===== src/hw/rtl/zvc_pkg.sv =====
// Shared types, codes and helpers for the zigzag/LEB128 varint codec.
// No dependencies; imported by every module of the codec.
package zvc_pkg;

   localparam int VALUE_W     = 64;
   localparam int QUEUE_DEPTH = 4;
   localparam int QUEUE_AW    = 2;

   localparam logic       REQ_ENCODE  = 1'b0;
   localparam logic       REQ_DECODE  = 1'b1;
   localparam logic       KIND_BYTE   = 1'b0;
   localparam logic       KIND_VALUE  = 1'b1;

   localparam logic       CSR_WIDE_MODE   = 1'b0;
   localparam logic       CSR_ZIGZAG_MODE = 1'b1;

   localparam logic [3:0] DEC_LIMIT_NARROW = 4'd5;
   localparam logic [3:0] DEC_LIMIT_WIDE   = 4'd10;
   localparam logic [3:0] ENC_LAST_INDEX   = 4'd9;

   typedef struct packed {
      logic                kind;
      logic [VALUE_W-1:0]  value;
      logic                forced;
   } job_type;

   typedef enum logic {
      BACK_IDLE,
      BACK_EMIT
   } back_state_type;

   function automatic logic [VALUE_W-1:0] width_mask(input logic wide);
      width_mask = wide ? {VALUE_W{1'b1}} : {{(VALUE_W/2){1'b0}}, {(VALUE_W/2){1'b1}}};
   endfunction

endpackage


===== src/hw/rtl/zvc_front.sv =====
// Front end: takes requests, runs the decode accumulator and maps encode values.
// Pushes one job per encode request or completed decode. Depends on zvc_pkg.
module zvc_front
   import zvc_pkg::*;
(
   input  logic               clock,
   input  logic               reset,
   input  logic               accept,
   input  logic               req_type,
   input  logic [63:0]        req_value_in,
   input  logic [7:0]         req_byte_in,
   input  logic               wide_mode,
   input  logic               zigzag_mode,
   output logic               job_push,
   output job_type            job
);

   logic [63:0] accum_ff, accum_in;
   logic [3:0]  count_ff, count_in;

   logic [63:0] mask;
   logic [63:0] enc_raw;
   logic        enc_sign;
   logic [63:0] enc_val;
   logic [6:0]  shamt;
   logic [63:0] part;
   logic [63:0] accum_nx;
   logic [3:0]  count_nx;
   logic [3:0]  limit;
   logic        cont;
   logic        dec_done;
   logic [63:0] dec_val;

   always_comb begin
      mask     = width_mask(wide_mode);
      enc_raw  = req_value_in & mask;
      enc_sign = wide_mode ? enc_raw[63] : enc_raw[31];
      enc_val  = zigzag_mode ? (((enc_raw << 1) ^ {64{enc_sign}}) & mask) : enc_raw;

      shamt    = {count_ff, 3'b000} - {3'b000, count_ff};
      part     = shamt[6] ? 64'd0 : ({57'd0, req_byte_in[6:0]} << shamt[5:0]);
      accum_nx = (accum_ff | part) & mask;
      count_nx = count_ff + 4'd1;
      limit    = wide_mode ? DEC_LIMIT_WIDE : DEC_LIMIT_NARROW;
      cont     = req_byte_in[7];
      dec_done = !cont || (count_nx >= limit);
      dec_val  = zigzag_mode ? (((accum_nx >> 1) ^ {64{accum_nx[0]}}) & mask) : accum_nx;
   end

   always_comb begin
      accum_in   = accum_ff;
      count_in   = count_ff;
      job_push   = 1'b0;
      job.kind   = KIND_BYTE;
      job.value  = enc_val;
      job.forced = 1'b0;
      if (accept) begin
         if (req_type == REQ_ENCODE) begin
            job_push = 1'b1;
         end else begin
            if (dec_done) begin
               job_push   = 1'b1;
               job.kind   = KIND_VALUE;
               job.value  = dec_val;
               job.forced = cont;
               accum_in   = 64'd0;
               count_in   = 4'd0;
            end else begin
               accum_in = accum_nx;
               count_in = count_nx;
            end
         end
      end
   end

   always_ff @(posedge clock) begin
      if (reset) begin
         accum_ff <= 64'd0;
         count_ff <= 4'd0;
      end else begin
         accum_ff <= accum_in;
         count_ff <= count_in;
      end
   end

endmodule


===== src/hw/rtl/zvc_queue.sv =====
// Short job queue between front end and back end.
// Register-based, one write and one head read per cycle. Depends on zvc_pkg.
module zvc_queue
   import zvc_pkg::*;
(
   input  logic     clock,
   input  logic     reset,
   input  logic     wr_en,
   input  job_type  wr_job,
   input  logic     rd_en,
   output logic     q_full,
   output logic     q_valid,
   output job_type  rd_job
);

   job_type               slot_ff [QUEUE_DEPTH];
   logic [QUEUE_AW-1:0]   wptr_ff, wptr_in;
   logic [QUEUE_AW-1:0]   rptr_ff, rptr_in;
   logic [QUEUE_AW:0]     fill_ff, fill_in;

   always_comb begin
      q_full  = (fill_ff == (QUEUE_AW+1)'(QUEUE_DEPTH));
      q_valid = (fill_ff != '0);
      rd_job  = slot_ff[rptr_ff];
      wptr_in = wr_en ? wptr_ff + QUEUE_AW'(1) : wptr_ff;
      rptr_in = rd_en ? rptr_ff + QUEUE_AW'(1) : rptr_ff;
      fill_in = fill_ff;
      if (wr_en && !rd_en) begin
         fill_in = fill_ff + (QUEUE_AW+1)'(1);
      end else if (!wr_en && rd_en) begin
         fill_in = fill_ff - (QUEUE_AW+1)'(1);
      end
   end

   always_ff @(posedge clock) begin
      if (wr_en) begin
         slot_ff[wptr_ff] <= wr_job;
      end
   end

   always_ff @(posedge clock) begin
      if (reset) begin
         wptr_ff <= '0;
         rptr_ff <= '0;
         fill_ff <= '0;
      end else begin
         wptr_ff <= wptr_in;
         rptr_ff <= rptr_in;
         fill_ff <= fill_in;
      end
   end

endmodule


===== src/hw/rtl/zvc_back.sv =====
// Back end: turns jobs into responses, one encode byte per cycle while
// no response is held. Holds the response register. Depends on zvc_pkg.
module zvc_back
   import zvc_pkg::*;
(
   input  logic         clock,
   input  logic         reset,
   input  logic         job_valid,
   input  job_type      job,
   output logic         job_pop,
   input  logic         pop,
   output logic         empty,
   output logic         rsp_result_kind,
   output logic [7:0]   rsp_byte_out,
   output logic [63:0]  rsp_value_out,
   output logic         rsp_last,
   output logic         rsp_forced_end
);

   back_state_type state_ff, state_in;
   logic [56:0]    val_ff, val_in;
   logic [3:0]     cnt_ff, cnt_in;
   logic           valid_ff, valid_in;
   logic           kind_ff, kind_in;
   logic [7:0]     byte_ff, byte_in;
   logic [63:0]    value_ff, value_in;
   logic           last_ff, last_in;
   logic           forced_ff, forced_in;

   logic           slot_free;
   logic           emit_final;
   logic           job_multi;
   logic           load;

   assign slot_free  = !valid_ff || pop;
   assign emit_final = (val_ff[56:7] == '0) || (cnt_ff == ENC_LAST_INDEX);
   assign job_multi  = (job.value[63:7] != '0);

   always_comb begin
      state_in = state_ff;
      case (state_ff)
         BACK_IDLE: begin
            if (job_valid && slot_free && job.kind == KIND_BYTE && job_multi) begin
               state_in = BACK_EMIT;
            end
         end
         BACK_EMIT: begin
            if (slot_free && emit_final) begin
               state_in = BACK_IDLE;
            end
         end
         default: state_in = BACK_IDLE;
      endcase
   end

   always_comb begin
      job_pop   = 1'b0;
      load      = 1'b0;
      val_in    = val_ff;
      cnt_in    = cnt_ff;
      kind_in   = kind_ff;
      byte_in   = byte_ff;
      value_in  = value_ff;
      last_in   = last_ff;
      forced_in = forced_ff;
      case (state_ff)
         BACK_IDLE: begin
            if (job_valid && slot_free) begin
               job_pop = 1'b1;
               load    = 1'b1;
               if (job.kind == KIND_VALUE) begin
                  kind_in   = KIND_VALUE;
                  byte_in   = 8'd0;
                  value_in  = job.value;
                  last_in   = 1'b1;
                  forced_in = job.forced;
               end else begin
                  kind_in   = KIND_BYTE;
                  byte_in   = {job_multi, job.value[6:0]};
                  value_in  = 64'd0;
                  last_in   = !job_multi;
                  forced_in = 1'b0;
                  val_in    = job.value[63:7];
                  cnt_in    = 4'd1;
               end
            end
         end
         BACK_EMIT: begin
            if (slot_free) begin
               load      = 1'b1;
               kind_in   = KIND_BYTE;
               byte_in   = {!emit_final, val_ff[6:0]};
               value_in  = 64'd0;
               last_in   = emit_final;
               forced_in = 1'b0;
               val_in    = {7'd0, val_ff[56:7]};
               cnt_in    = cnt_ff + 4'd1;
            end
         end
         default: begin
            load = 1'b0;
         end
      endcase
      valid_in = load ? 1'b1 : (pop ? 1'b0 : valid_ff);
   end

   always_ff @(posedge clock) begin
      if (reset) begin
         state_ff <= BACK_IDLE;
         valid_ff <= 1'b0;
         cnt_ff   <= 4'd0;
      end else begin
         state_ff <= state_in;
         valid_ff <= valid_in;
         cnt_ff   <= cnt_in;
      end
   end

   always_ff @(posedge clock) begin
      val_ff    <= val_in;
      kind_ff   <= kind_in;
      byte_ff   <= byte_in;
      value_ff  <= value_in;
      last_ff   <= last_in;
      forced_ff <= forced_in;
   end

   assign empty           = !valid_ff;
   assign rsp_result_kind = kind_ff;
   assign rsp_byte_out    = byte_ff;
   assign rsp_value_out   = value_ff;
   assign rsp_last        = last_ff;
   assign rsp_forced_end  = forced_ff;

endmodule


===== src/hw/rtl/zigzag_varint_codec_core.sv =====
// Top level of the zigzag/LEB128 varint codec: control registers and wiring.
// Depends on zvc_pkg, zvc_front, zvc_queue and zvc_back.
//
//   channel   | handshake              | payload
//   ----------+------------------------+------------------------------------------
//   request   | push / full            | req_type, req_value_in, req_byte_in
//   response  | empty / pop            | rsp_result_kind, rsp_byte_out,
//             |                        | rsp_value_out, rsp_last, rsp_forced_end
//   registers | psel/penable/pwrite    | paddr, pwdata, prdata, pready
//
// A request is taken every cycle while the 4-entry job queue has room.
// A decode byte is folded in on the cycle it is taken; a finished value leaves
// through the job queue and then the response register.
// An encode request yields 1 to 10 bytes from the back-end serialiser, one per
// cycle while responses are popped; the front end keeps taking requests until
// the queue fills. Synchronous reset clears the decode state, queue, serialiser
// and modes (wide on, zigzag off). A held response stalls the back end directly.
module zigzag_varint_codec_core
   import zvc_pkg::*;
(
   input  logic         clock,
   input  logic         reset,
   input  logic         push,
   output logic         full,
   input  logic         req_type,
   input  logic [63:0]  req_value_in,
   input  logic [7:0]   req_byte_in,
   output logic         empty,
   input  logic         pop,
   output logic         rsp_result_kind,
   output logic [7:0]   rsp_byte_out,
   output logic [63:0]  rsp_value_out,
   output logic         rsp_last,
   output logic         rsp_forced_end,
   input  logic         psel,
   input  logic         penable,
   input  logic         pwrite,
   input  logic [2:0]   paddr,
   input  logic [31:0]  pwdata,
   output logic [31:0]  prdata,
   output logic         pready
);

   logic    wide_ff, wide_in;
   logic    zigzag_ff, zigzag_in;
   logic    csr_wr;
   logic    accept;
   logic    job_push;
   job_type front_job;
   logic    q_full;
   logic    q_valid;
   logic    q_pop;
   job_type head_job;

   assign pready = 1'b1;
   assign csr_wr = psel && penable && pwrite && pready;

   always_comb begin
      wide_in   = wide_ff;
      zigzag_in = zigzag_ff;
      if (csr_wr) begin
         case (paddr[2])
            CSR_WIDE_MODE:   wide_in   = pwdata[0];
            CSR_ZIGZAG_MODE: zigzag_in = pwdata[0];
            default:         wide_in   = wide_ff;
         endcase
      end
      case (paddr[2])
         CSR_WIDE_MODE:   prdata = {31'd0, wide_ff};
         CSR_ZIGZAG_MODE: prdata = {31'd0, zigzag_ff};
         default:         prdata = 32'd0;
      endcase
   end

   always_ff @(posedge clock) begin
      if (reset) begin
         wide_ff   <= 1'b1;
         zigzag_ff <= 1'b0;
      end else begin
         wide_ff   <= wide_in;
         zigzag_ff <= zigzag_in;
      end
   end

   assign full   = q_full;
   assign accept = push && !q_full;

   zvc_front u_front (
      .clock        (clock),
      .reset        (reset),
      .accept       (accept),
      .req_type     (req_type),
      .req_value_in (req_value_in),
      .req_byte_in  (req_byte_in),
      .wide_mode    (wide_ff),
      .zigzag_mode  (zigzag_ff),
      .job_push     (job_push),
      .job          (front_job)
   );

   zvc_queue u_queue (
      .clock   (clock),
      .reset   (reset),
      .wr_en   (job_push),
      .wr_job  (front_job),
      .rd_en   (q_pop),
      .q_full  (q_full),
      .q_valid (q_valid),
      .rd_job  (head_job)
   );

   zvc_back u_back (
      .clock           (clock),
      .reset           (reset),
      .job_valid       (q_valid),
      .job             (head_job),
      .job_pop         (q_pop),
      .pop             (pop),
      .empty           (empty),
      .rsp_result_kind (rsp_result_kind),
      .rsp_byte_out    (rsp_byte_out),
      .rsp_value_out   (rsp_value_out),
      .rsp_last        (rsp_last),
      .rsp_forced_end  (rsp_forced_end)
   );

endmodule


===== config.mk =====
export PLATFORM = sky130hd
export DESIGN_NAME = zigzag_varint_codec_core
export DESIGN_NICKNAME = d
export VERILOG_FILES = /design/src/hw/rtl/zvc_pkg.sv /design/src/hw/rtl/zvc_front.sv /design/src/hw/rtl/zvc_queue.sv /design/src/hw/rtl/zvc_back.sv /design/src/hw/rtl/zigzag_varint_codec_core.sv
export SDC_FILE = /design/constraint.sdc
export NUM_CORES = 1
export LEC_CHECK = 0
export BUFFER_PORTS_ARGS = -buffer_cell sky130_fd_sc_hd__clkbuf_2
export CAP_MARGIN = 15
export CORE_MARGIN = 2
export CORE_UTILIZATION = 56
export CTS_BUF_LIST = sky130_fd_sc_hd__clkbuf_8
export DETAILED_ROUTE_END_ITERATION = 12
export PLACE_DENSITY = 0.89
export SLEW_MARGIN = 20
export SYNTH_ARGS = -nofsm -noshare
export SYNTH_HDL_FRONTEND = slang
export SYNTH_SLANG_ARGS = --single-unit

===== constraint.sdc =====
create_clock -name clock -period 7.5 [get_ports clock]
set_clock_uncertainty 0.15 [all_clocks]
set_input_delay 1.5 -clock clock [delete_from_list [all_inputs] [get_ports clock]]
set_output_delay 1.5 -clock clock [all_outputs]
set_load 0.1 [all_outputs]

Yosys cells after proc, flatten, opt, wreduce, memory -nomap -nowiden --
Memory sizes are Yosys's and may differ from the RTL's. A register that Yosys moved wholly into a read port is not among the register bits. Cells that the tools add are included.
Storage, ports and cells: output and inout bits 110, memories kept 1, word-level logic and storage cells 127, bits in registers 215, input bits 115, RAM bits 264
Memories:
- u_queue.slot_ff | words 4, bits a word 66, read ports 1, clocked after Yosys merged registers in 1, write ports 1, RTL line zvc_queue.sv:16 | job_type slot_ff [QUEUE_DEPTH];
Operators by class: shift-type cells 1, reduce and logical (&&, ||, !) cells 29, eq/ne operators 5, add/subtract/negate cells 7, muxes and demuxes 57, $lt $le $gt $ge 1, bitwise gates (word level) 10
Operators by type and width (number):
- two-way mux 64 bit | 8
- bitwise AND 64 bit | 4
- two-way mux 66 bit | 3
- two-way mux 57 bit | 3
- case mux 64 bit (2 select lines) | 1
- case mux 57 bit (2 select lines) | 1
- OR 64 bit | 1
- case mux 32 bit (2 select lines) | 1
- << shifter 7 x 6 -> 64 bit | 1
- bitwise XOR 63 x 64 -> 64 bit | 1
- bitwise XOR 64 bit | 1
- nonzero test 57 bit | 1
- logical NOT 50 bit | 1
- two-way mux 8 bit | 3
- two-way mux 1 bit | 21
- two-way mux 4 bit | 5
- case mux 8 bit (2 select lines) | 1
- case mux 1 bit (2 select lines) | 5
- logical AND 1 bit | 9
- adder 4 x 1 -> 4 bit, second input constant | 2
- case mux 4 bit (2 select lines) | 1
- AND reduction 2 bit | 4
- logical NOT 1 bit | 7
- subtractor 7 x 4 -> 7 bit | 1
- 15 further kinds | 24

Depth between registers and ports, before layout --
depth after elaboration 11, mapped depth 15, depth with buffers taken out 13

Cells and area by module --
A second synthesis with hierarchy kept.
Unflattened totals: cells, all modules 1688, area, all modules 22620.4 um^2
Modules (own cells, without submodules):
- zvc_queue | times used 1, sequential area each 8107.8 um^2, area each 9948.3 um^2, cells each 388
- zvc_front | times used 1, sequential area each 1361.3 um^2, area each 6625.1 um^2, cells each 895
- zvc_back | times used 1, sequential area each 4083.9 um^2, area each 5686.7 um^2, cells each 359
- zigzag_varint_codec_core | times used 1, sequential area each 40.0 um^2, area each 360.3 um^2, cells each 46

Worst setup path after synthesis --
Ideal clock, no wire load.
kind input to register, from in pop, to reg u_back.cnt_ff[3], data arrival time 7381 ps, required time 7272 ps, cell stages on the path 7, slack -108 ps, buffers on the path 1, library setup time 78 ps, cell sequence nor2_1 > nor2_1 > and2_1 > clkbuf_1 > nand4_1 > xor2_1 > nor3_1
On the way: cells in the longest elaborated chain, start to end 4, elaborated cells on any way between the ends 5, classes of those cells eq/ne: 2; reduce/logical: 3
Ends and longest elaborated chain:
- from (decl) | RTL line zigzag_varint_codec_core.sv:29 | input logic pop,
- logical OR 1 bit * | RTL line zvc_back.sv:35 | assign slot_free = !valid_ff || pop;
- logical AND 1 bit | RTL line zvc_back.sv:68 | if (job_valid && slot_free) begin
- inequality test 2 x 1 -> 1 bit (no source line)
- AND reduction 3 bit (no source line) *
- to (signal assigned) | RTL line zvc_back.sv:115 | cnt_ff <= cnt_in;
- to (decl) | RTL line zvc_back.sv:22 | logic [3:0] cnt_ff, cnt_in;
Every way passes the cells marked *; elsewhere a longest branch is shown, timed or not. A chain may end at the register's enable or synchronous reset.

==> impl_metrics.env <==
export IMPL_clock_sinks=481
export IMPL_ctsHtreeMaxLevel=3
export IMPL_num_vias=15104
export IMPL_diodes=0
export IMPL_drt_met1_wl_um=21700
export IMPL_finalHoldViolations=0
export IMPL_seq_area_frac_synth=0.605
export IMPL_antenna_found_initial=1
export IMPL_worstPathMaxFanout=35
export IMPL_drc=0
export IMPL_max_vdd_ir_drop_mv=0.251
export IMPL_postCtsSetupRepairBufs=0
export IMPL_initial_utilization=0.567
export IMPL_ys_ff_latch=481
export IMPL_reg2reg_from="u_front.count_ff[0]$_SDFFE_PP0P_"
export IMPL_row_count=73
export IMPL_synth_fa_ha_area_frac=0.00868
export IMPL_place_ws_ps=2210
export IMPL_fmax_ghz=0.183
export IMPL_gp_congestion=0.970
export IMPL_min_period_over_period=0.730
export IMPL_period_minus_slack_ps=5470
export IMPL_worstPathArrival_ps=5650
export IMPL_slew_headroom=0.194
export IMPL_first_iter_violations=1733
export IMPL_die_y_um=204
export IMPL_synth_top_family_by_area="multiplexers"
export IMPL_cts_tree="built"
export IMPL_synth_area_leaders="edfxtp_1, dfxtp_1, mux4_2"
export IMPL_hold_start="u_front.accum_ff[31]$_SDFFE_PP0P_"
export IMPL_grt_usage=0.271
export IMPL_finalPower_mw=9.80
export IMPL_core_area_um2=39600
export IMPL_clkLatencyLatePin_ps=650
export IMPL_crit_buf_inv=3
export IMPL_slowest_stage="dfxtp_1"
export IMPL_nNetsFinal=1952
export IMPL_worst_slack_ps=2030
export IMPL_postSynth_asyncResetShare=0
export IMPL_synth_simple_area_share=0.0938
export IMPL_dr_pass1_iters=7
export IMPL_rr_worst_depth=11
export IMPL_top_layer_used="met4"
export IMPL_cap_violations=0
export IMPL_status="finished, final reports clean"
export IMPL_hold_depth=2
export IMPL_grt_max_degree=80
export IMPL_clock_path_buffers=3
export IMPL_r2r_end="u_queue.slot_ff[0][17]$_DFFE_PP_"
export IMPL_grt_pass1_wl_um=84700
export IMPL_start_kind="flop"
export IMPL_switching_share=0.421
export IMPL_drive_gt1_frac=0.237
export IMPL_overflow=0
export IMPL_power_leakage_nw=8.65
export IMPL_fillers=2786
export IMPL_syn_inst=1676
export IMPL_die_area_um2=41800
export IMPL_synth_compound_area_frac=0.0953
export IMPL_final_max_slew_violation_count=0
export IMPL_rsz0062_at_grt="false"
export IMPL_worstMarginPinSlew_ps=1200
export IMPL_required_ps=7670
export IMPL_fin_tns_setup_ps=0
export IMPL_max_stage_delay_ps=810
export IMPL_syn_avg_cell_area_um2=13.4
export IMPL_ctsHoldBuffers=0
export IMPL_seqPwrFrac=0.403
export IMPL_area_growth_pct=11.3
export IMPL_switching_power_mw=4.12
export IMPL_wl_met2_um=26400
export IMPL_fp_dieW_um=204
export IMPL_portBuffers=159
export IMPL_yosys_mux_area_fraction=0.115
export IMPL_cts_resized_gates=0
export IMPL_clockRootBuffer="clkbuf_8"
export IMPL_hp_class="reg2reg"
export IMPL_p_comb_frac=0.379
export IMPL_min_to="u_front.accum_ff[31]$_SDFFE_PP0P_"
export IMPL_synth_xor_area_frac=0.0464
export IMPL_hpwl_um=38700
export IMPL_design_area_um2=25000
export IMPL_grt_pass1_vias=14387
export IMPL_path_delay_family="compound AO/OA/AOI/OAI gates"
export IMPL_clk_pin_slew_ps=60
export IMPL_ys_flop_type="edfxtp_1"
export IMPL_crit_type="reg2reg"
export IMPL_synth_top_cell_area_share=0.529
export IMPL_endpoint_kind="flop"
export IMPL_post_drt_wl_per_cell_um=23.4
export IMPL_p_int_mw=5.67
export IMPL_clkPwrFrac=0.218
export IMPL_drt_wl_total_um=56500
export IMPL_cts_buffers=76
export IMPL_synth_area_leader_cell="edfxtp_1"
export IMPL_io_pins=225
export IMPL_yosys_warnings=0
export IMPL_syn_cell_area_um2=22500
export IMPL_vias_per_cell=6.27
export IMPL_ant_nets=0
export IMPL_route_met3_wl_um=6060
export IMPL_synth_edf_count=396
export IMPL_ff2ff_setup_slack_ps=2030
export IMPL_pwr_density_cell_nw_per_um2=392
export IMPL_path_cells="inv_1 -> ha_1 -> ha_1 -> a21o_1 -> a211o_1 -> nand2_2 -> inv_1 -> buf_4 -> nand3_1 -> o22ai_1 -> a221oi_1"
export IMPL_placed_cell_area_um2=23500
export IMPL_synth_distinct_cells=72
export IMPL_setup_viol=0
## how the worst max path moves through the flow
stage                                      from                               end  slack [ps]  cells past startpoint
3_3_place_gp   u_front.count_ff[0]$_SDFFE_PP0P_   u_queue.slot_ff[0][3]$_DFFE_PP_        2310                      9
2_1_floorplan                               pop     u_back.cnt_ff[3]$_SDFFE_PP0P_        1170                      7
4_1_cts        u_front.count_ff[0]$_SDFFE_PP0P_  u_queue.slot_ff[0][14]$_DFFE_PP_        2130                      9
3_5_place_dp   u_front.count_ff[0]$_SDFFE_PP0P_  u_queue.slot_ff[3][17]$_DFFE_PP_        2210                     11
6_report       u_front.count_ff[0]$_SDFFE_PP0P_  u_queue.slot_ff[0][17]$_DFFE_PP_        2030                     11
5_1_grt        u_front.count_ff[0]$_SDFFE_PP0P_   u_queue.slot_ff[0][9]$_DFFE_PP_        1810                      9
## stage by stage
step	std cells	utilization	hold WS (ps)
after floorplan	1706	-	288
after global placement	2269	0.594	307
after detailed placement	2269	0.594	311
after CTS	2409	0.631	322
after global routing	2409	0.631	360
final	2409	0.631	324
## area by class of cell
cell class,instances,area [um2],share of cell area
Sequential cell,481,13600,0.544
Multi-Input combinational cell,1062,8260,0.330
Clock inverter,56,305,0.0122
Timing Repair Buffer,182,968,0.0387
Inverter,19,71.3,0.00285
Tap cell,525,657,0.0263
Clock buffer,84,1160,0.0462
## power by group through the flow
stage	registers, mW	logic [mW]	clock network (mW)
floorplan	5.40	1.55	0
CTS	3.95	3.70	2.16
detailed placement	4.00	3.67	0
global placement	3.97	3.60	0
finish	3.95	3.72	2.13
global route	3.99	3.89	2.27
## cells by family after synthesis
| group | after synthesis |
|---|---|
| xor gates and xnor gates | 119 |
| buffers and inverters | 163 |
| muxes | 166 |
| and+or+nand+nor | 424 |
| DFF | 481 |
| other | 2 |
| adders and majority gates | 15 |
| AOI/OAI and AO/OA | 306 |
## placed cells by master (no fill, tap or decap), types with 32 or more instances in the layout
master and n:
dfxtp_1 81, nor3_1 37, mux2i_1 37, nand2_1 74, a21oi_1 85, mux4_2 68, nor2_1 128, xnor2_1 102
edfxtp_1 396, inv_1 40, clkbuf_2 159, nor2b_1 77, clkbuf_8 84, conb_1 32, o21ai_0 38, mux2_2 60
## Yosys cell counts, types with 16 or more instances
cell / number
nor3_1: 37
nand3_1: 20
inv_1: 19
nand2_1: 75
clkbuf_1: 87
edfxtp_1: 396
mux2i_1: 38
nor2b_1: 77
nor2_1: 130
o22ai_1: 17
dfxtp_1: 85
a21oi_1: 85
a22oi_1: 16
mux2_2: 60
o21ai_0: 38
buf_4: 33
xnor2_1: 102
a221oi_1: 19
mux4_2: 68
xor2_1: 17
nor4_1: 27
## routing by layer
metal  vias to the layer above  GRT usage
met4                         0      0.121
met1                      7348      0.371
met3                       140     0.0523
met5                         -          0
li1                       6629          -
met2                       987      0.425
## worst min-delay path, stage by stage (launching register included)
cell	delay, ps
dfxtp_1	320
a31oi_1	40
nor2_1	70
## state kept, by name, summed over array words and instances, names as in the netlist, 3 cells and up, named ones only
name                  count
u_back.rsp_value_out     64
u_back.cnt_ff             4
u_front.count_ff          4
u_queue.slot_ff         264
u_back.val_ff            57
u_queue.fill_ff           3
u_back.rsp_byte_out       8
u_front.accum_ff         64
(Power assumes the default switching activity.)
